<file path="src/rtl/svpl_pkg.sv">
// Package for the SNMP varbind list parser: tag and length constants, the
// parser phase, result kinds and the result burst that moves from front to back.
// No dependencies.
`default_nettype none

package svpl_pkg;

  localparam logic [7:0] TAG_SEQ  = 8'h30;
  localparam logic [7:0] TAG_INT  = 8'h02;
  localparam logic [7:0] TAG_STR  = 8'h04;
  localparam logic [7:0] TAG_NULL = 8'h05;
  localparam logic [7:0] TAG_OID  = 8'h06;

  localparam logic [7:0] INT_MAX_LEN   = 8'd4;
  localparam logic [2:0] ARC_MAX_BYTES = 3'd5;
  localparam logic [2:0] MAX_RES       = 3'd4;

  typedef enum logic [3:0] {
    PH_IDLE      = 4'd0,
    PH_LIST_LEN  = 4'd1,
    PH_BIND_TAG  = 4'd2,
    PH_BIND_LEN  = 4'd3,
    PH_NAME_TAG  = 4'd4,
    PH_NAME_LEN  = 4'd5,
    PH_NAME_1ST  = 4'd6,
    PH_NAME_REST = 4'd7,
    PH_VAL_TAG   = 4'd8,
    PH_VAL_LEN   = 4'd9,
    PH_INT_BODY  = 4'd10,
    PH_STR_BODY  = 4'd11,
    PH_OID_1ST   = 4'd12,
    PH_OID_REST  = 4'd13
  } phase_t;

  typedef enum logic [1:0] {
    VT_NULL = 2'd0,
    VT_INT  = 2'd1,
    VT_STR  = 2'd2,
    VT_OID  = 2'd3
  } vtag_t;

  typedef enum logic [2:0] {
    K_NAME_ARC = 3'd0,
    K_VAL_ARC  = 3'd1,
    K_INT      = 3'd2,
    K_STR      = 3'd3,
    K_NULL     = 3'd4,
    K_BIND_END = 3'd5,
    K_LIST_END = 3'd6,
    K_ERROR    = 3'd7
  } kind_t;

  typedef struct packed {
    kind_t       kind;
    logic [31:0] value;
    logic [7:0]  idx;
  } res_t;

  // All results caused by one input byte, in order; cnt is 1 to 4 when pushed.
  typedef struct packed {
    logic [2:0]     cnt;
    res_t [3:0]     res;
  } burst_t;

  typedef struct packed {
    logic   valid;
    burst_t burst;
  } push_t;

  function automatic burst_t add_res(burst_t bst, kind_t kind, logic [31:0] value,
                                     logic [7:0] idx);
    burst_t r;
    r = bst;
    if (r.cnt < MAX_RES) begin
      r.res[r.cnt[1:0]].kind  = kind;
      r.res[r.cnt[1:0]].value = value;
      r.res[r.cnt[1:0]].idx   = idx;
      r.cnt = r.cnt + 3'd1;
    end
    return r;
  endfunction

endpackage

`default_nettype wire

</file>
<file path="src/rtl/svpl_ifs.sv">
// Channel interfaces of the SNMP varbind list parser: raw input bytes and
// decoded result items. Standalone; no package needed.
`default_nettype none

interface svpl_in_if;
  logic       valid;
  logic       ready;
  logic [7:0] data_byte;
  logic       start_list;
  modport source (output valid, data_byte, start_list, input ready);
  modport sink (input valid, data_byte, start_list, output ready);
endinterface

interface svpl_out_if;
  logic        valid;
  logic        ready;
  logic [2:0]  kind;
  logic [31:0] value;
  logic [7:0]  binding_index;
  logic        last;
  modport source (output valid, kind, value, binding_index, last, input ready);
  modport sink (input valid, kind, value, binding_index, last, output ready);
endinterface

`default_nettype wire

</file>
<file path="src/rtl/svpl_front.sv">
// Front end of the varbind parser: takes one byte per cycle while the queue is not full,
// runs the BER phase machine and packs the results of each byte into one burst.
// Depends on svpl_pkg and svpl_in_if.
`default_nettype none

module svpl_front (
  input  logic             clk,
  input  logic             rst_n,
  svpl_in_if.sink          in_ch,
  input  logic             q_full,
  output svpl_pkg::push_t  push
);
  import svpl_pkg::*;

  typedef struct packed {
    logic fail;
    logic empty_end;
    logic arc_res;
    logic int_res;
    logic str_res;
    logic null_res;
    logic bind_end;
    logic list_end;
  } dec_t;

  phase_t      phase_r, phase_nxt;
  logic [7:0]  list_rem_r, list_rem_nxt;
  logic [7:0]  field_rem_r, field_rem_nxt;
  vtag_t       vtag_r, vtag_nxt;
  logic [31:0] acc_r, acc_nxt;
  logic [2:0]  arc_cnt_r, arc_cnt_nxt;
  logic [7:0]  bind_cnt_r, bind_cnt_nxt;

  dec_t        dec;
  burst_t      burst;
  logic        take;
  logic        start;
  logic [7:0]  b;
  logic        body_ph;
  logic [7:0]  lr_dec;
  logic [7:0]  fr_dec;
  logic        fr_zero;
  logic        arc_long;
  logic        oid_value;
  logic        oid_first;
  logic [31:0] acc7;
  logic [31:0] acc8;
  logic        lt40;
  logic        lt80;
  logic [31:0] arc_top;
  logic [31:0] arc_sub;
  kind_t       arc_kind;

  assign in_ch.ready = !q_full;
  assign take        = in_ch.valid && in_ch.ready;
  assign start       = in_ch.start_list;
  assign b           = in_ch.data_byte;

  assign body_ph   = (phase_r >= PH_BIND_TAG) && (phase_r <= PH_OID_REST);
  assign lr_dec    = list_rem_r - 8'd1;
  assign fr_dec    = field_rem_r - 8'd1;
  assign fr_zero   = (fr_dec == 8'd0);
  assign arc_long  = (arc_cnt_r >= ARC_MAX_BYTES);
  assign oid_value = (phase_r == PH_OID_1ST) || (phase_r == PH_OID_REST);
  assign oid_first = (phase_r == PH_OID_1ST) || (phase_r == PH_NAME_1ST);
  assign arc_kind  = oid_value ? K_VAL_ARC : K_NAME_ARC;
  assign acc7      = {acc_r[24:0], b[6:0]};
  assign acc8      = {acc_r[23:0], b};

  // The first subidentifier carries two arcs.
  assign lt40    = (acc7 < 32'd40);
  assign lt80    = (acc7 < 32'd80);
  assign arc_top = lt40 ? 32'd0 : (lt80 ? 32'd1 : 32'd2);
  assign arc_sub = acc7 - (lt40 ? 32'd0 : (lt80 ? 32'd40 : 32'd80));

  always_comb begin
    dec = '0;
    if (start) begin
      dec.fail = (b != TAG_SEQ);
    end else if (body_ph && (list_rem_r == 8'd0)) begin
      dec.fail = 1'b1;
    end else begin
      unique case (phase_r) inside
        PH_LIST_LEN: begin
          dec.fail      = b[7];
          dec.empty_end = (b == 8'd0);
        end
        PH_BIND_TAG: dec.fail = (b != TAG_SEQ);
        PH_BIND_LEN: dec.fail = b[7];
        PH_NAME_TAG: dec.fail = (b != TAG_OID);
        PH_NAME_LEN, PH_VAL_LEN: begin
          if (b[7]) begin
            dec.fail = 1'b1;
          end else if ((phase_r == PH_NAME_LEN) || (vtag_r == VT_OID)) begin
            dec.fail = (b == 8'd0);
          end else begin
            case (vtag_r)
              VT_INT: dec.fail = (b == 8'd0) || (b > INT_MAX_LEN);
              VT_STR: dec.bind_end = (b == 8'd0);
              default: begin
                dec.fail     = (b != 8'd0);
                dec.null_res = (b == 8'd0);
                dec.bind_end = (b == 8'd0);
              end
            endcase
          end
        end
        PH_VAL_TAG: begin
          dec.fail = !((b == TAG_INT) || (b == TAG_STR) || (b == TAG_NULL) ||
                       (b == TAG_OID));
        end
        PH_NAME_1ST, PH_NAME_REST, PH_OID_1ST, PH_OID_REST: begin
          dec.fail     = arc_long || (b[7] && fr_zero);
          dec.arc_res  = !arc_long && !b[7];
          dec.bind_end = !arc_long && !b[7] && oid_value && fr_zero;
        end
        PH_INT_BODY: begin
          dec.int_res  = fr_zero;
          dec.bind_end = fr_zero;
        end
        PH_STR_BODY: begin
          dec.str_res  = 1'b1;
          dec.bind_end = fr_zero;
        end
        default: ;
      endcase
    end
    dec.list_end = dec.bind_end && (lr_dec == 8'd0);
  end

  always_comb begin
    phase_nxt = phase_r;
    if (take) begin
      if (start) begin
        phase_nxt = dec.fail ? PH_IDLE : PH_LIST_LEN;
      end else if (dec.fail) begin
        phase_nxt = PH_IDLE;
      end else if (dec.bind_end) begin
        phase_nxt = dec.list_end ? PH_IDLE : PH_BIND_TAG;
      end else begin
        unique case (phase_r) inside
          PH_LIST_LEN: phase_nxt = dec.empty_end ? PH_IDLE : PH_BIND_TAG;
          PH_BIND_TAG: phase_nxt = PH_BIND_LEN;
          PH_BIND_LEN: phase_nxt = PH_NAME_TAG;
          PH_NAME_TAG: phase_nxt = PH_NAME_LEN;
          PH_NAME_LEN: phase_nxt = PH_NAME_1ST;
          PH_VAL_TAG:  phase_nxt = PH_VAL_LEN;
          PH_VAL_LEN: begin
            case (vtag_r)
              VT_OID:  phase_nxt = PH_OID_1ST;
              VT_INT:  phase_nxt = PH_INT_BODY;
              VT_STR:  phase_nxt = PH_STR_BODY;
              default: phase_nxt = PH_IDLE;
            endcase
          end
          PH_NAME_1ST, PH_NAME_REST: begin
            if (dec.arc_res) begin
              phase_nxt = fr_zero ? PH_VAL_TAG : PH_NAME_REST;
            end
          end
          PH_OID_1ST, PH_OID_REST: begin
            if (dec.arc_res) begin
              phase_nxt = PH_OID_REST;
            end
          end
          PH_INT_BODY, PH_STR_BODY: phase_nxt = phase_r;
          default: phase_nxt = PH_IDLE;
        endcase
      end
    end
  end

  always_comb begin
    list_rem_nxt  = list_rem_r;
    field_rem_nxt = field_rem_r;
    vtag_nxt      = vtag_r;
    acc_nxt       = acc_r;
    arc_cnt_nxt   = arc_cnt_r;
    bind_cnt_nxt  = bind_cnt_r;
    burst         = '0;
    if (take) begin
      if (start) begin
        list_rem_nxt  = 8'd0;
        field_rem_nxt = 8'd0;
        vtag_nxt      = VT_NULL;
        acc_nxt       = 32'd0;
        arc_cnt_nxt   = 3'd0;
        bind_cnt_nxt  = 8'd0;
        if (dec.fail) begin
          burst = add_res(burst, K_ERROR, 32'd0, 8'd0);
        end
      end else begin
        if (body_ph && (list_rem_r != 8'd0)) begin
          list_rem_nxt = lr_dec;
        end
        case (phase_r)
          PH_LIST_LEN: begin
            if (!b[7]) begin
              list_rem_nxt = b;
            end
          end
          PH_NAME_LEN, PH_VAL_LEN: begin
            if (!b[7] && !(body_ph && (list_rem_r == 8'd0))) begin
              field_rem_nxt = b;
              acc_nxt       = 32'd0;
              arc_cnt_nxt   = 3'd0;
            end
          end
          PH_VAL_TAG: begin
            if (b == TAG_INT) begin
              vtag_nxt = VT_INT;
            end else if (b == TAG_STR) begin
              vtag_nxt = VT_STR;
            end else if (b == TAG_NULL) begin
              vtag_nxt = VT_NULL;
            end else if (b == TAG_OID) begin
              vtag_nxt = VT_OID;
            end
          end
          PH_NAME_1ST, PH_NAME_REST, PH_OID_1ST, PH_OID_REST: begin
            if (list_rem_r != 8'd0) begin
              field_rem_nxt = fr_dec;
              if (!arc_long) begin
                if (b[7]) begin
                  acc_nxt     = acc7;
                  arc_cnt_nxt = arc_cnt_r + 3'd1;
                end else begin
                  acc_nxt     = 32'd0;
                  arc_cnt_nxt = 3'd0;
                end
              end
            end
          end
          PH_INT_BODY: begin
            if (list_rem_r != 8'd0) begin
              field_rem_nxt = fr_dec;
              acc_nxt       = fr_zero ? 32'd0 : acc8;
            end
          end
          PH_STR_BODY: begin
            if (list_rem_r != 8'd0) begin
              field_rem_nxt = fr_dec;
            end
          end
          default: ;
        endcase

        if (dec.fail) begin
          burst = add_res(burst, K_ERROR, 32'd0, bind_cnt_r);
        end
        if (dec.arc_res) begin
          if (oid_first) begin
            burst = add_res(burst, arc_kind, arc_top, bind_cnt_r);
            burst = add_res(burst, arc_kind, arc_sub, bind_cnt_r);
          end else begin
            burst = add_res(burst, arc_kind, acc7, bind_cnt_r);
          end
        end
        if (dec.int_res) begin
          burst = add_res(burst, K_INT, acc8, bind_cnt_r);
        end
        if (dec.str_res) begin
          burst = add_res(burst, K_STR, {24'd0, b}, bind_cnt_r);
        end
        if (dec.null_res) begin
          burst = add_res(burst, K_NULL, 32'd0, bind_cnt_r);
        end
        if (dec.empty_end) begin
          burst = add_res(burst, K_LIST_END, 32'd0, bind_cnt_r);
        end
        if (dec.bind_end) begin
          bind_cnt_nxt = bind_cnt_r + 8'd1;
          burst = add_res(burst, K_BIND_END, 32'd0, bind_cnt_r);
        end
        if (dec.list_end) begin
          burst = add_res(burst, K_LIST_END, 32'd0, bind_cnt_r + 8'd1);
        end
      end
    end
  end

  assign push.valid = take && (burst.cnt != 3'd0);
  assign push.burst = burst;

  always_ff @(posedge clk) begin
    if (!rst_n) begin
      phase_r     <= PH_IDLE;
      list_rem_r  <= 8'd0;
      field_rem_r <= 8'd0;
      vtag_r      <= VT_NULL;
      acc_r       <= 32'd0;
      arc_cnt_r   <= 3'd0;
      bind_cnt_r  <= 8'd0;
    end else begin
      phase_r     <= phase_nxt;
      list_rem_r  <= list_rem_nxt;
      field_rem_r <= field_rem_nxt;
      vtag_r      <= vtag_nxt;
      acc_r       <= acc_nxt;
      arc_cnt_r   <= arc_cnt_nxt;
      bind_cnt_r  <= bind_cnt_nxt;
    end
  end

  // A byte that arrives while idle and does not start a list is dropped silently.
  assert property (@(posedge clk) disable iff (!rst_n)
    (take && !start && (phase_r == PH_IDLE)) |-> !push.valid)
    else $error("idle byte produced results");

endmodule

`default_nettype wire

</file>
<file path="src/rtl/svpl_queue.sv">
// Short queue of result bursts between the parser front and the output back.
// Depends on svpl_pkg.
`default_nettype none

module svpl_queue #(
  parameter int DEPTH = 4
) (
  input  logic             clk,
  input  logic             rst_n,
  input  svpl_pkg::push_t  push,
  output logic             full,
  output svpl_pkg::burst_t head,
  output logic             head_valid,
  input  logic             pop
);
  import svpl_pkg::*;

  localparam int PTR_W = $clog2(DEPTH);
  localparam int CNT_W = $clog2(DEPTH + 1);

  burst_t             entries [DEPTH];
  logic [PTR_W-1:0]   wr_ptr_r, wr_ptr_nxt;
  logic [PTR_W-1:0]   rd_ptr_r, rd_ptr_nxt;
  logic [CNT_W-1:0]   count_r, count_nxt;
  logic               do_push;
  logic               do_pop;

  assign full       = (count_r == CNT_W'(DEPTH));
  assign head_valid = (count_r != '0);
  assign head       = entries[rd_ptr_r];
  assign do_push    = push.valid && !full;
  assign do_pop     = pop && head_valid;

  always_comb begin
    wr_ptr_nxt = wr_ptr_r;
    rd_ptr_nxt = rd_ptr_r;
    count_nxt  = count_r;
    if (do_push) begin
      wr_ptr_nxt = (wr_ptr_r == PTR_W'(DEPTH - 1)) ? '0 : wr_ptr_r + PTR_W'(1);
    end
    if (do_pop) begin
      rd_ptr_nxt = (rd_ptr_r == PTR_W'(DEPTH - 1)) ? '0 : rd_ptr_r + PTR_W'(1);
    end
    if (do_push && !do_pop) begin
      count_nxt = count_r + CNT_W'(1);
    end else if (do_pop && !do_push) begin
      count_nxt = count_r - CNT_W'(1);
    end
  end

  always_ff @(posedge clk) begin
    if (!rst_n) begin
      wr_ptr_r <= '0;
      rd_ptr_r <= '0;
      count_r  <= '0;
    end else begin
      wr_ptr_r <= wr_ptr_nxt;
      rd_ptr_r <= rd_ptr_nxt;
      count_r  <= count_nxt;
    end
  end

  always_ff @(posedge clk) begin
    if (do_push) begin
      entries[wr_ptr_r] <= push.burst;
    end
  end

  assert property (@(posedge clk) disable iff (!rst_n) push.valid |-> !full)
    else $error("burst pushed into a full queue");

  assert property (@(posedge clk) disable iff (!rst_n) pop |-> head_valid)
    else $error("pop from an empty queue");

  assert property (@(posedge clk) disable iff (!rst_n)
    push.valid |-> ((push.burst.cnt != 3'd0) && (push.burst.cnt <= MAX_RES)))
    else $error("burst count out of range");

endmodule

`default_nettype wire

</file>
<file path="src/rtl/svpl_back.sv">
// Back end of the varbind parser: walks the head burst one result per cycle into the
// output register while that register is empty or taken. Depends on svpl_pkg and svpl_out_if.
`default_nettype none

module svpl_back (
  input  logic             clk,
  input  logic             rst_n,
  input  svpl_pkg::burst_t head,
  input  logic             head_valid,
  output logic             pop,
  svpl_out_if.source       out_ch
);
  import svpl_pkg::*;

  logic [1:0]  slot_r, slot_nxt;
  logic        valid_r, valid_nxt;
  kind_t       kind_r;
  logic [31:0] value_r;
  logic [7:0]  idx_r;
  logic        last_r;
  logic        load;
  logic        last_slot;
  res_t        cur;

  assign cur       = head.res[slot_r];
  assign last_slot = ((head.cnt - 3'd1) == {1'b0, slot_r});
  assign load      = head_valid && (!valid_r || out_ch.ready);
  assign pop       = load && last_slot;

  always_comb begin
    slot_nxt  = slot_r;
    valid_nxt = valid_r;
    if (load) begin
      valid_nxt = 1'b1;
      slot_nxt  = last_slot ? 2'd0 : slot_r + 2'd1;
    end else if (out_ch.ready) begin
      valid_nxt = 1'b0;
    end
  end

  always_ff @(posedge clk) begin
    if (!rst_n) begin
      slot_r  <= 2'd0;
      valid_r <= 1'b0;
    end else begin
      slot_r  <= slot_nxt;
      valid_r <= valid_nxt;
    end
  end

  always_ff @(posedge clk) begin
    if (load) begin
      kind_r  <= cur.kind;
      value_r <= cur.value;
      idx_r   <= cur.idx;
      last_r  <= last_slot;
    end
  end

  assign out_ch.valid         = valid_r;
  assign out_ch.kind          = kind_r;
  assign out_ch.value         = value_r;
  assign out_ch.binding_index = idx_r;
  assign out_ch.last          = last_r;

  assert property (@(posedge clk) disable iff (!rst_n)
    head_valid |-> ({1'b0, slot_r} < head.cnt))
    else $error("result slot beyond burst length");

endmodule

`default_nettype wire

</file>
<file path="src/rtl/snmp_varbind_list_parser.sv">
// SNMPv1 BER varbind list parser, one byte per input item.
// in_ch carries data_byte and start_list; start_list restarts parsing at that byte.
// out_ch carries decoded items: kind, value, binding_index and last, where last
// marks the final result caused by one input byte (one to four results per byte).
// Both channels move an item on a rising clock edge with valid and ready high.
// The front accepts one byte every cycle while the burst queue has room; the
// back delivers one result per cycle while the receiver is ready. Each byte's
// burst is written into the queue when the byte is accepted; its first result is
// then loaded into the output register, from which the receiver takes it.
// QUEUE_DEPTH bursts can wait between front and back; when it is full the input
// ready drops. A stalled receiver keeps the output item stable, the queue fills,
// and then the input stalls as well; nothing is lost.
// Reset (rst_n low, synchronous) empties the queue and the output register and
// leaves the parser idle, ignoring bytes until one arrives with start_list set.
// Depends on svpl_pkg, svpl_ifs, svpl_front, svpl_queue and svpl_back.
`default_nettype none

module snmp_varbind_list_parser #(
  parameter int QUEUE_DEPTH = 4
) (
  input  logic        clk,
  input  logic        rst_n,
  svpl_in_if.sink     in_ch,
  svpl_out_if.source  out_ch
);
  import svpl_pkg::*;

  push_t  push;
  logic   q_full;
  burst_t head;
  logic   head_valid;
  logic   pop;

  svpl_front u_front (
    .clk    (clk),
    .rst_n  (rst_n),
    .in_ch  (in_ch),
    .q_full (q_full),
    .push   (push)
  );

  svpl_queue #(
    .DEPTH (QUEUE_DEPTH)
  ) u_queue (
    .clk        (clk),
    .rst_n      (rst_n),
    .push       (push),
    .full       (q_full),
    .head       (head),
    .head_valid (head_valid),
    .pop        (pop)
  );

  svpl_back u_back (
    .clk        (clk),
    .rst_n      (rst_n),
    .head       (head),
    .head_valid (head_valid),
    .pop        (pop),
    .out_ch     (out_ch)
  );

endmodule

`default_nettype wire
</file>
<file path="src/flat_wrapper.sv">
// flat-port wrapper written by rule: the top's interface ports become plain ports
module snmp_varbind_list_parser_flat import svpl_pkg::*;
#(
  parameter int QUEUE_DEPTH = 4
)
  (clk, rst_n, in_ch_valid, in_ch_data_byte, in_ch_start_list, in_ch_ready, out_ch_valid, out_ch_kind, out_ch_value, out_ch_binding_index, out_ch_last, out_ch_ready);
  svpl_in_if in_ch_i ();
  svpl_out_if out_ch_i ();
  input  logic clk;
  input  logic rst_n;
  input wire logic [$bits(in_ch_i.valid)-1:0] in_ch_valid;
  input wire logic [$bits(in_ch_i.data_byte)-1:0] in_ch_data_byte;
  input wire logic [$bits(in_ch_i.start_list)-1:0] in_ch_start_list;
  output wire logic [$bits(in_ch_i.ready)-1:0] in_ch_ready;
  output wire logic [$bits(out_ch_i.valid)-1:0] out_ch_valid;
  output wire logic [$bits(out_ch_i.kind)-1:0] out_ch_kind;
  output wire logic [$bits(out_ch_i.value)-1:0] out_ch_value;
  output wire logic [$bits(out_ch_i.binding_index)-1:0] out_ch_binding_index;
  output wire logic [$bits(out_ch_i.last)-1:0] out_ch_last;
  input wire logic [$bits(out_ch_i.ready)-1:0] out_ch_ready;
  assign in_ch_i.valid = in_ch_valid;
  assign in_ch_i.data_byte = in_ch_data_byte;
  assign in_ch_i.start_list = in_ch_start_list;
  assign in_ch_ready = in_ch_i.ready;
  assign out_ch_valid = out_ch_i.valid;
  assign out_ch_kind = out_ch_i.kind;
  assign out_ch_value = out_ch_i.value;
  assign out_ch_binding_index = out_ch_i.binding_index;
  assign out_ch_last = out_ch_i.last;
  assign out_ch_i.ready = out_ch_ready;
  snmp_varbind_list_parser #(.QUEUE_DEPTH(QUEUE_DEPTH)) u_core (.clk(clk), .rst_n(rst_n), .in_ch(in_ch_i), .out_ch(out_ch_i));
endmodule
</file>
<file path="config.mk">
export PLATFORM = sky130hd
export DESIGN_NAME = snmp_varbind_list_parser_flat
export DESIGN_NICKNAME = d
export VERILOG_FILES = /design/src/rtl/svpl_pkg.sv /design/src/rtl/svpl_ifs.sv /design/src/rtl/svpl_front.sv /design/src/rtl/svpl_queue.sv /design/src/rtl/svpl_back.sv /design/src/rtl/snmp_varbind_list_parser.sv /design/src/flat_wrapper.sv
export SDC_FILE = /design/constraint.sdc
export NUM_CORES = 1
export LEC_CHECK = 0
export BUFFER_PORTS_ARGS = -buffer_cell sky130_fd_sc_hd__buf_4
export CORE_ASPECT_RATIO = 0.6
export CORE_MARGIN = 8
export CORE_UTILIZATION = 30
export CTS_CLUSTER_SIZE = 16
export DETAILED_ROUTE_END_ITERATION = 6
export GPL_TIMING_DRIVEN = 0
export HOLD_SLACK_MARGIN = 0.1
export SYNTH_ARGS = -nofsm -noshare
export SYNTH_HDL_FRONTEND = slang
export SYNTH_SLANG_ARGS = --single-unit
</file>
<file path="constraint.sdc">
create_clock -name clk -period 11.58 [get_ports clk]
set_input_delay 0.579 -clock clk [delete_from_list [all_inputs] [get_ports clk]]
set_output_delay 0.579 -clock clk [all_outputs]
set_load 0.02 [all_outputs]
</file>
# Word-level counts from Yosys, hierarchy flattened
# Memories as Yosys holds them, arrays and structs flattened. A register that Yosys moved wholly into a read port is not among the register bits.
# Index checks and enable logic that the tools add are counted.
# word_totals
output_inout_bits,46
regBits,112
mem_count,1
elab_cells,363
ramBits,700
in_bits,13
# op_classes
eq_ne,34
n_addsub,19
reduce_logical,72
muxes,190
magnitude_cmp,31
# mem_list
name,depth,word_bits,read_ports,rd_clocked_by_memory_dff,write_ports,line,text
u_core.u_queue.entries,4,175,1,1,1,svpl_queue.sv:21,burst_t entries [DEPTH];
# ops
op,n
$mux 175,37
$bwmux 172,26
$demux 43 s2,24
$mux 43,9
$mux 173,2
$mux 40,8
$mux 25,7
$mux 8,17
$bmux 43 s2,1
$pmux 25 s3,1
$pmux 4 s10,1
$mux 2,17
$logic_not 8->1,4
$lt 32x6->1 const B,1
$lt 32x7->1 const B,1
$sub 32x7->32,1
$add 3x1->3 const B,10
$lt 2x3->1 const B,9
$logic_and 1x1->1,25
$eq 4x4->1 const B,6
$eq 8x3->1 const B,3
$lt 3x3->1 const B,8
$mux 4,6
$mux 3,7
other kinds (48),115

# Longest topological paths before layout
# Gate-level depths: netlist of run 1.
# depth
depth_word,108
depth_mapped,41
depth_no_buf,39

# By module
# A second synthesis of run 1 with hierarchy kept.
# unflattened
cells_unflattened,2213
area_unflattened_um2,35900.7
# modules_own_cells
module,n_inst,seq_area_each_um2,area_each_um2,cells_per_inst
svpl_queue,1,21200.3,25749.7,965
svpl_front,1,1161.1,7578.5,1130
svpl_back,1,1381.3,2572.5,118

# Worst setup path before layout of run 1
# Ideal clock, no wire load.
# synth_timing
path_type,input -> register
startpoint,input port in_ch_data_byte[0]
endpoint,memory u_core.u_queue.entries[1][0] (netlist bit) (enable)
arrival_time_ps,10945
cell_stages,32
setup_ps,556
setup_slack_ps,79
cell_sequence,or4_4 > o41ai_1 > a211o_1 > o2111ai_1 > o21ai_2 > clkbuf_1 > ha_1 > o21ai_0 > ha_1 > nor2_1 > and3_1 > nor2_1 > inv_1 > ha_1 > a211oi_1 > or3_1 > ha_1 > a21oi_1 > ha_1 > and2_1 > or3b_4 > a211oi_4 > nor2_1 > a21oi_1 > ha_1 > nand3b_1 > a21oi_1 > nand2_1 > a21oi_1 > o22a_4 > inv_2 > and2_1
# synth_via
elab_chain_len,58
word_cells_on_any_way,90
cone_classes,add/sub: 8; order compare: 9; eq/ne: 6; mux: 56; reduce/logical: 11
# synth_lines
item,line,text
from (decl),flat_wrapper.sv:12,input wire logic [$bits(in_ch_i.data_byte)-1:0] in_ch_data_byte;
"$gt 8x3->1, or another cell as far along",svpl_front.sv:98,VT_INT: dec.fail = (b == 8'd0) || (b > INT_MAX_LEN);
$logic_or 1x1->1 (on tied branches),"svpl_front.sv:98, svpl_front.sv:109",
$pmux 1 s2 or $logic_or 1x1->1 (tied branches),"svpl_front.sv:97, svpl_front.sv:109",
$mux 1 or $logic_or 1x1->1 (tied branches),"svpl_front.sv:94, svpl_front.sv:109",
$mux 1 or $logic_not 1->1 (tied branches),"svpl_front.sv:92, svpl_front.sv:109",
$pmux 1 s6,svpl_front.sv:83,unique case (phase_r) inside
$mux 1,svpl_front.sv:80,end else if (body_ph && (list_rem_r == 8'd0)) begin
$mux 1,svpl_front.sv:78,if (start) begin
[... 43 more ...],-,
$mux 175 *,svpl_front.sv:182,if (start) begin
$mux 175 *,svpl_front.sv:181,if (take) begin
$reduce_bool 3->1 *,svpl_front.sv:282,assign push.valid = take && (burst.cnt != 3'd0);
$logic_and 1x1->1 *,svpl_front.sv:282,
$logic_and 1x1->1 *,svpl_queue.sv:31,assign do_push = push.valid && !full;
named net u_core.u_queue.do_push,svpl_queue.sv:25,logic do_push;
$mux 1 *,svpl_queue.sv:64,if (do_push) begin
$mux 1 (implied by the code) *,svpl_queue.sv:65,entries[wr_ptr_r] <= push.burst;
to (decl),svpl_queue.sv:21,
# Mark *: on every way through the listed nets, which the timed path passes. The rest lies on a longest branch. The select of a mux whose other input is x is not followed.

# Final worst setup path of run 1
# layout_timing
startpoint,register u_core.u_front.phase_r[3]
endpoint,memory u_core.u_queue.entries[1][147] (netlist bit) (enable)
# layout_via
elab_chain_len,57
word_cells_on_any_way,102
cone_classes,add/sub: 8; order compare: 10; eq/ne: 13; mux: 56; reduce/logical: 15
# layout_lines
item,line,text
from (decl),svpl_front.sv:26,"phase_t phase_r, phase_nxt;"
from (signal assigned),svpl_front.sv:295,phase_r <= phase_nxt;
$eq 4x3->1,svpl_front.sv:94,end else if ((phase_r == PH_NAME_LEN) || (vtag_r == VT_OID)) begin
$logic_or 1x1->1,svpl_front.sv:94,
$mux 1,svpl_front.sv:94,
$mux 1,svpl_front.sv:92,if (b[7]) begin
$pmux 1 s6,svpl_front.sv:83,
$mux 1,svpl_front.sv:80,
$mux 1,svpl_front.sv:78,
$mux 173,svpl_front.sv:248,if (dec.fail) begin
[... 42 more ...],-,
$mux 175 *,svpl_front.sv:182,
$mux 175 *,svpl_front.sv:181,
$reduce_bool 3->1 *,svpl_front.sv:282,
$logic_and 1x1->1 *,svpl_front.sv:282,
$logic_and 1x1->1 *,svpl_queue.sv:31,
named net u_core.u_queue.do_push,svpl_queue.sv:25,
$mux 1 *,svpl_queue.sv:64,
$mux 1 (implied by the code) *,svpl_queue.sv:65,
# Marks and branches as above.

==> results of run 1 <==
[critical path: cells and delay by family (launching register included)]
family / cells / cell delay [ps]
compound gates: 11 / 3220
fa+ha+maj: 7 / 2130
buf+inv: 8 / 2390
flops: 1 / 310
simple gates: 10 / 1840
[Yosys cell counts, drive strengths merged (4+ instances only)]
cell type	n	area share, %
edfxtp	744	62
mux4	218	14
nor2	145	1.5
clkbuf	128	1.3
nand2	115	1.2
a21oi	112	1.6
and2	80	1.4
a22oi	79	1.6
dfxtp	70	3.9
o21ai	69	1.1
nor3	68	0.97
nor2b	54	0.94
ha	47	1.6
inv	47	0.49
buf	33	0.51
nand3	31	0.43
a21boi	20	0.42
a211oi	19	0.44
nor4	18	0.41
or2	15	0.26
and3	14	0.24
or3	13	0.25
xor2	12	0.29
mux2i	11	0.30
nand2b	11	0.19
a31oi	9	0.16
a21o	8	0.17
xnor2	8	0.19
o31ai	6	0.14
or4	6	0.14
a2111oi	5	0.14
nand4	5	0.087
nor3b	5	0.10
o21a	5	0.11
o41ai	5	0.12
a32oi	4	0.097
nand3b	4	0.083
[cell usage in the layout (no fill, tap or decap), types with 59 or more instances in the layout]
cell type,instances
a21oi_1,108
a22oi_1,79
and2_1,76
buf_4,59
clkbuf_1,144
clkbuf_16,78
dfxtp_1,70
edfxtp_1,744
mux4_2,218
nand2_1,115
nor2_1,142
nor3_1,66
o21ai_0,63
[kinds of logic after synthesis]
| family | count (synthesis) | share of synthesized area, % |
|---|---|---|
| AO/OA/AOI/OAI | 382 | 7.14 |
| XOR/XNOR | 20 | 0.485 |
| adder cells (fa/ha/maj) | 49 | 1.74 |
| buffers and inverters | 209 | 2.33 |
| flip-flops | 814 | 65.7 |
| multiplexers | 232 | 14.0 |
| AND/OR/NAND/NOR | 598 | 8.59 |
[state kept, by name (all words and copies together) (netlist names), 4 cells and up, named ones only]
signal and cells:
u_core.u_queue.entries 700, u_core.u_back.out_ch.value 32, u_core.u_front.acc_r 25, u_core.u_back.out_ch.binding_index 8, u_core.u_front.bind_cnt_r 8, u_core.u_front.field_rem_r 8
u_core.u_front.list_rem_r 8, u_core.u_front.phase_r 4
[path summary, 6_finish.rpt]
| path | end | startpoint | cells after the start |
|---|---|---|---|
| max | u_core.u_queue.entries[1][147] | u_core.u_front.phase_r[3] | 36 |
| min | u_core.u_back.out_ch.valid | out_ch_ready | 4 |
| max reg2reg | u_core.u_queue.entries[1][147] | u_core.u_front.phase_r[3] | 36 |
| min reg2reg | u_core.u_front.arc_cnt_r[1] | u_core.u_front.arc_cnt_r[1] | 2 |
[area by class of cell]
class / instances / area share (%)
Antenna cell: 1 / 0.00607
Multi-Input combinational cell: 1281 / 28.0
Tap cell: 1600 / 4.85
Clock buffer: 94 / 4.88
Buffer: 161 / 1.61
Sequential cell: 814 / 57.6
Timing Repair Buffer: 71 / 1.95
Clock inverter: 42 / 0.685
Inverter: 48 / 0.437
[power by group through the flow]
stage / clock [mW] / sequential [mW] / combinational (mW)
2_1_floorplan: 0 / 3.84 / 0.922
3_3_place_gp: 0 / 3.81 / 1.59
3_5_place_dp: 0 / 3.72 / 1.65
4_1_cts: 2.45 / 3.66 / 1.66
5_1_grt: 2.57 / 3.68 / 1.74
6_report: 2.40 / 3.65 / 1.63
[layer usage]
| metal | routed length (µm) | share of wire, % | global-route usage (%) |
|---|---|---|---|
| met1 | 48300 | 48 | 23.9 |
| met4 | 1320 | 1.3 | 2.57 |
| met2 | 38700 | 38 | 18.5 |
| met3 | 12400 | 12 | 5.27 |
| met5 | 0 | 0 | 0 |
==> impl_metrics.csv, run 1 <==
group,metric,value,unit
floorplanning,row_count,98,
route,viasPerCell,5.32,
layout,syn_to_final_growth,14.2,%
sta,finalSetupTns,0,ps
hold_path,min_path_type,"primary input to flop",
critical_path,critPathSlowestCell,"a21boi_1",
floorplanning,die_x,464,µm
layout,post-route-util,34.6,%
critical_path,slowest_delay,620,ps
clock_network,clock_path_buffers,3,
job,drv_cap,0,
clock_network,post_cts_resized,0,
clock_network,clock_latency,670,ps
logic_synthesis,yosysSeqAreaShare,65.7,%
pwr,peakVddDrop,0.000122,V
logic_synthesis,synth-seq-cells,814,
route,initialDrtViolationCount,3213,
layout,multi_input_area,11600,µm²
pwr,p_int,5.56,mW
route,drc_errors,0,
layout,layout.nets,2514,
floorplanning,fp.coreArea,119000,µm²
global_routing,grt.total_usage,14.7,%
route,avgRoutedWirePerCell,24.5,µm
layout,instances_no_fill,4112,
floorplanning,start_util,30.3,%
pwr,switching_share,27.6,%
critical_path,cp_max_fo,54,
sta,hold_viol_final,0,
logic_synthesis,syn-cell-area,36100,µm²
layout,seqCellArea,23700,µm²
sta,fmax,0.0963,GHz
logic_synthesis,synth-edff-count,744,
clock_network,clockRootBuffer,"clkbuf_16",
layout,design_area,41300,µm²
floorplanning,dieArea,132000,µm²
global_routing,overflow,0,
pwr,p_per_area,186,nW/µm²
clock_network,cts.clk_slew.worst_paths,70,ps
floorplanning,ioPinCount,59,
clock_network,cts_tree,"yes",
critical_path,path_class,"flop to flop",
logic_synthesis,ys_async_sr_fraction,0,%
sta,fin_ws,1190,ps
global_routing,grt_start_max_net_pins,60,
clock_network,h-tree-depth,3,
placed_design,post-place-cells,3975,
route,drt_first_pass_iters,6,
floorplanning,die_height,285,µm
logic_synthesis,yosysUniqueCellTypes,98,
placed_design,dpl-instance-area,39000,µm²
status,status,"finished clean",
pwr,leakagePower,12.7,nW
route,vias,21863,
global_routing,grt_pass1_wl,147000,µm
sta,worst_pin_slew,1440,ps
placed_design,io_buffers,57,
logic_synthesis,synth_ff_type,"edfxtp_1",
sta,slew_headroom,3.79,%
critical_path,cpMostUsedCell,"ha_1",
critical_path,rrSetupSlack,1190,ps
route,ant_nets,0,
pwr,power_frac_seq,47.6,%
critical_path,arrival,10700,ps
layout,drive_above_1_share,18.3,%
critical_path,cp.required,11900,ps
layout,fill_cells,11268,
placed_design,place_hpwl,69100,µm
sta,fin_crit_sh,89.7,%
route,drt_wl_total,101000,µm
global_routing,grt_pass1_vias,20874,
logic_synthesis,yosys_warnings,0,
global_routing,antenna_found_initial,5,
critical_path,cp-start-kind,"flop",
sta,setup_violations,0,
sta,fin_skew,27.1,ps
placed_design,place.gp.congestion,0.956,
sta,whs,266,ps
pwr,switching_power,2.12,mW
sta,maxSlewViolCount,0,
clock_network,ctsHoldBuffers,0,
clock_network,post_cts.repair.setup_buffers,0,
clock_network,numCtsBuffers,75,
logic_synthesis,syn_inst,2304,
logic_synthesis,syn_nets,2366,
critical_path,endpoint_kind,"flop",
sta,fin_crit,10390,ps
clock_network,clkSinkCount,814,
logic_synthesis,synth.avg_cell_area,15.7,µm²
placed_design,post-place-ws,1290,ps
sta,grt_setup_unrepaired,"no",
pwr,power,7.68,mW
pwr,power_frac_clock,31.2,%
pwr,pwr-share-comb,21.2,%
Note: power is estimated with default switching activity, not from simulation.
==> inputs of run 2 (changes only) <==
--- a/config.mk
+++ b/config.mk
@@ -8,11 +8,13 @@
 export BUFFER_PORTS_ARGS = -buffer_cell sky130_fd_sc_hd__buf_4
 export CORE_ASPECT_RATIO = 0.6
 export CORE_MARGIN = 8
-export CORE_UTILIZATION = 30
+export CORE_UTILIZATION = 59
+export CTS_BUF_LIST = sky130_fd_sc_hd__clkbuf_8
 export CTS_CLUSTER_SIZE = 16
 export DETAILED_ROUTE_END_ITERATION = 6
 export GPL_TIMING_DRIVEN = 0
 export HOLD_SLACK_MARGIN = 0.1
+export PLACE_DENSITY = 0.78
 export SYNTH_ARGS = -nofsm -noshare
 export SYNTH_HDL_FRONTEND = slang
 export SYNTH_SLANG_ARGS = --single-unit
==> impl_metrics.csv, run 2 (synthesized netlist as in run 1, its figures left out) <==
group,metric,value,unit
status,status,"complete, but fails checks",
status,violations,"capacitance limit, slew limit",
critical_path,cp_max_fo,53,
critical_path,arrival,10870,ps
placed_design,post-place-ws,1350,ps
clock_network,cts_tree,"yes",
route,drc_errors,0,
hold_path,min_path_type,"primary input to flop",
route,avgRoutedWirePerCell,28.2,µm
sta,fin_crit,10440,ps
clock_network,h-tree-depth,3,
floorplanning,dieArea,69700,µm²
route,ant_nets,0,
critical_path,critical_path_buf_inv_count,7,
layout,instances_no_fill,3405,
sta,hold_viol_final,0,
placed_design,post-place-cells,3203,
clock_network,numCtsBuffers,111,
critical_path,endpoint_kind,"flop",
pwr,leakagePower,12.8,nW
global_routing,grt_pass1_wl,141000,µm
clock_network,clockRootBuffer,"clkbuf_8",
placed_design,place_hpwl,65900,µm
floorplanning,die_height,208,µm
critical_path,path_class,"flop to flop",
floorplanning,fp.coreArea,60700,µm²
route,drt_first_pass_iters,6,
layout,top_register,"u_core.u_queue.entries",
sta,finalSetupTns,0,ps
pwr,p_per_area,185,nW/µm²
placed_design,io_buffers,57,
layout,largest_register_ff_count,700,
critical_path,cpMostUsedCell,"ha_1",
sta,fin_skew,47.2,ps
global_routing,grt_start_max_net_pins,61,
clock_network,post_cts.repair.setup_buffers,0,
layout,multi_input_area,11600,µm²
job,drv_cap,1,
global_routing,overflow,0,
route,viasPerCell,6.60,
floorplanning,row_count,70,
sta,worst_pin_slew,1500,ps
sta,setup_violations,0,
clock_network,post_cts_resized,0,
layout,post-route-util,66.1,%
placed_design,dpl-instance-area,38000,µm²
sta,slew_headroom,-0.240,%
route,initialDrtViolationCount,3489,
critical_path,critPathTopFamily,"compound AO/OA/AOI/OAI gates",
clock_network,ctsHoldBuffers,0,
route,vias,22483,
clock_network,cts.clk_slew.worst_paths,70,ps
critical_path,slowest_delay,820,ps
sta,fmax,0.0958,GHz
sta,maxSlewViolCount,10,
layout,layout.nets,2550,
sta,fin_crit_sh,90.2,%
global_routing,antenna_found_initial,3,
route,drt_wl_total,96000,µm
pwr,peakVddDrop,0.000132,V
clock_network,clock_latency,760,ps
layout,syn_to_final_growth,11.1,%
sta,whs,157,ps
clock_network,clkSinkCount,814,
global_routing,grt.total_usage,27.2,%
floorplanning,start_util,59.5,%
floorplanning,ioPinCount,59,
placed_design,place.gp.congestion,0.965,
sta,grt_setup_unrepaired,"no",
critical_path,cp-start-kind,"flop",
critical_path,cp.required,12010,ps
layout,seqCellArea,23700,µm²
layout,design_area,40100,µm²
sta,fin_ws,1140,ps
pwr,power,7.41,mW
floorplanning,die_x,335,µm
clock_network,clock_path_buffers,3,
layout,final_cell_mix,"edfxtp_1, mux4_2, nor2_1, clkbuf_1, clkbuf_8",
layout,final_common_cell,"edfxtp_1",
layout,drive_above_1_share,19.4,%
critical_path,critPathSlowestCell,"a311oi_2",
layout,fill_cells,4128,
global_routing,grt_pass1_vias,22096,
==> run 2: changes by cell type in the layout (fill, tap and decap cells not counted), sizes merged <==
cell,previous run,this run
clkinv,33,42
diode,1,3
bufinv,2,7
inv,48,81
clkbuf,222,244
clkinvlp,7,1
==> run 2: power breakdown <==
group	total [mW]	switching [mW]	internal, mW
sequential	3.65	0.0856	3.57
clock	2.16	1.07	1.09
combinational	1.60	0.890	0.712
total	7.41	2.04	5.37
==> run 2: area by class of cell <==
cell class / instances / share of cell area [%]
diodes: 3 / 0.0187
plain buffers: 161 / 1.65
clock buffers: 116 / 3.98
clock inverters: 83 / 1.41
inverters: 48 / 0.449
multi-input cells: 1281 / 28.8
flip-flops and latches: 814 / 59.1
well taps: 828 / 2.58
repair buffers: 71 / 1.97
==> run 2: worst register-to-register path, delay by kind of cell, from the launching register on <==
kind / cells / cell delay (ps)
AOI/OAI and AO/OA: 13 / 4040
adders and majority gates: 8 / 2330
buffers and inverters: 7 / 1550
DFF: 1 / 420
and+or+nand+nor: 9 / 1740
==> run 2: metal layers <==
metal	global-route usage (%)	part of all wire, %	vias up
li1	-	-	9470
met1	41.2	42	11346
met2	37.3	42	1494
met3	9.74	14	173
met4	6.98	2.3	0
met5	1.77	0	-
==> run 2: final timing paths <==
| path | slack (ps) | start | cells after the start | to |
|---|---|---|---|---|
| worst max-delay path | 1140 | u_core.u_front.field_rem_r[0] | 37 | u_core.u_queue.entries[2][151] |
| worst min-delay path | 160 | out_ch_ready | 4 | u_core.u_back.out_ch.valid |
| worst max register to register | 1140 | u_core.u_front.field_rem_r[0] | 37 | u_core.u_queue.entries[2][151] |
| worst min register to register | 520 | u_core.u_front.arc_cnt_r[1] | 2 | u_core.u_front.arc_cnt_r[1] |
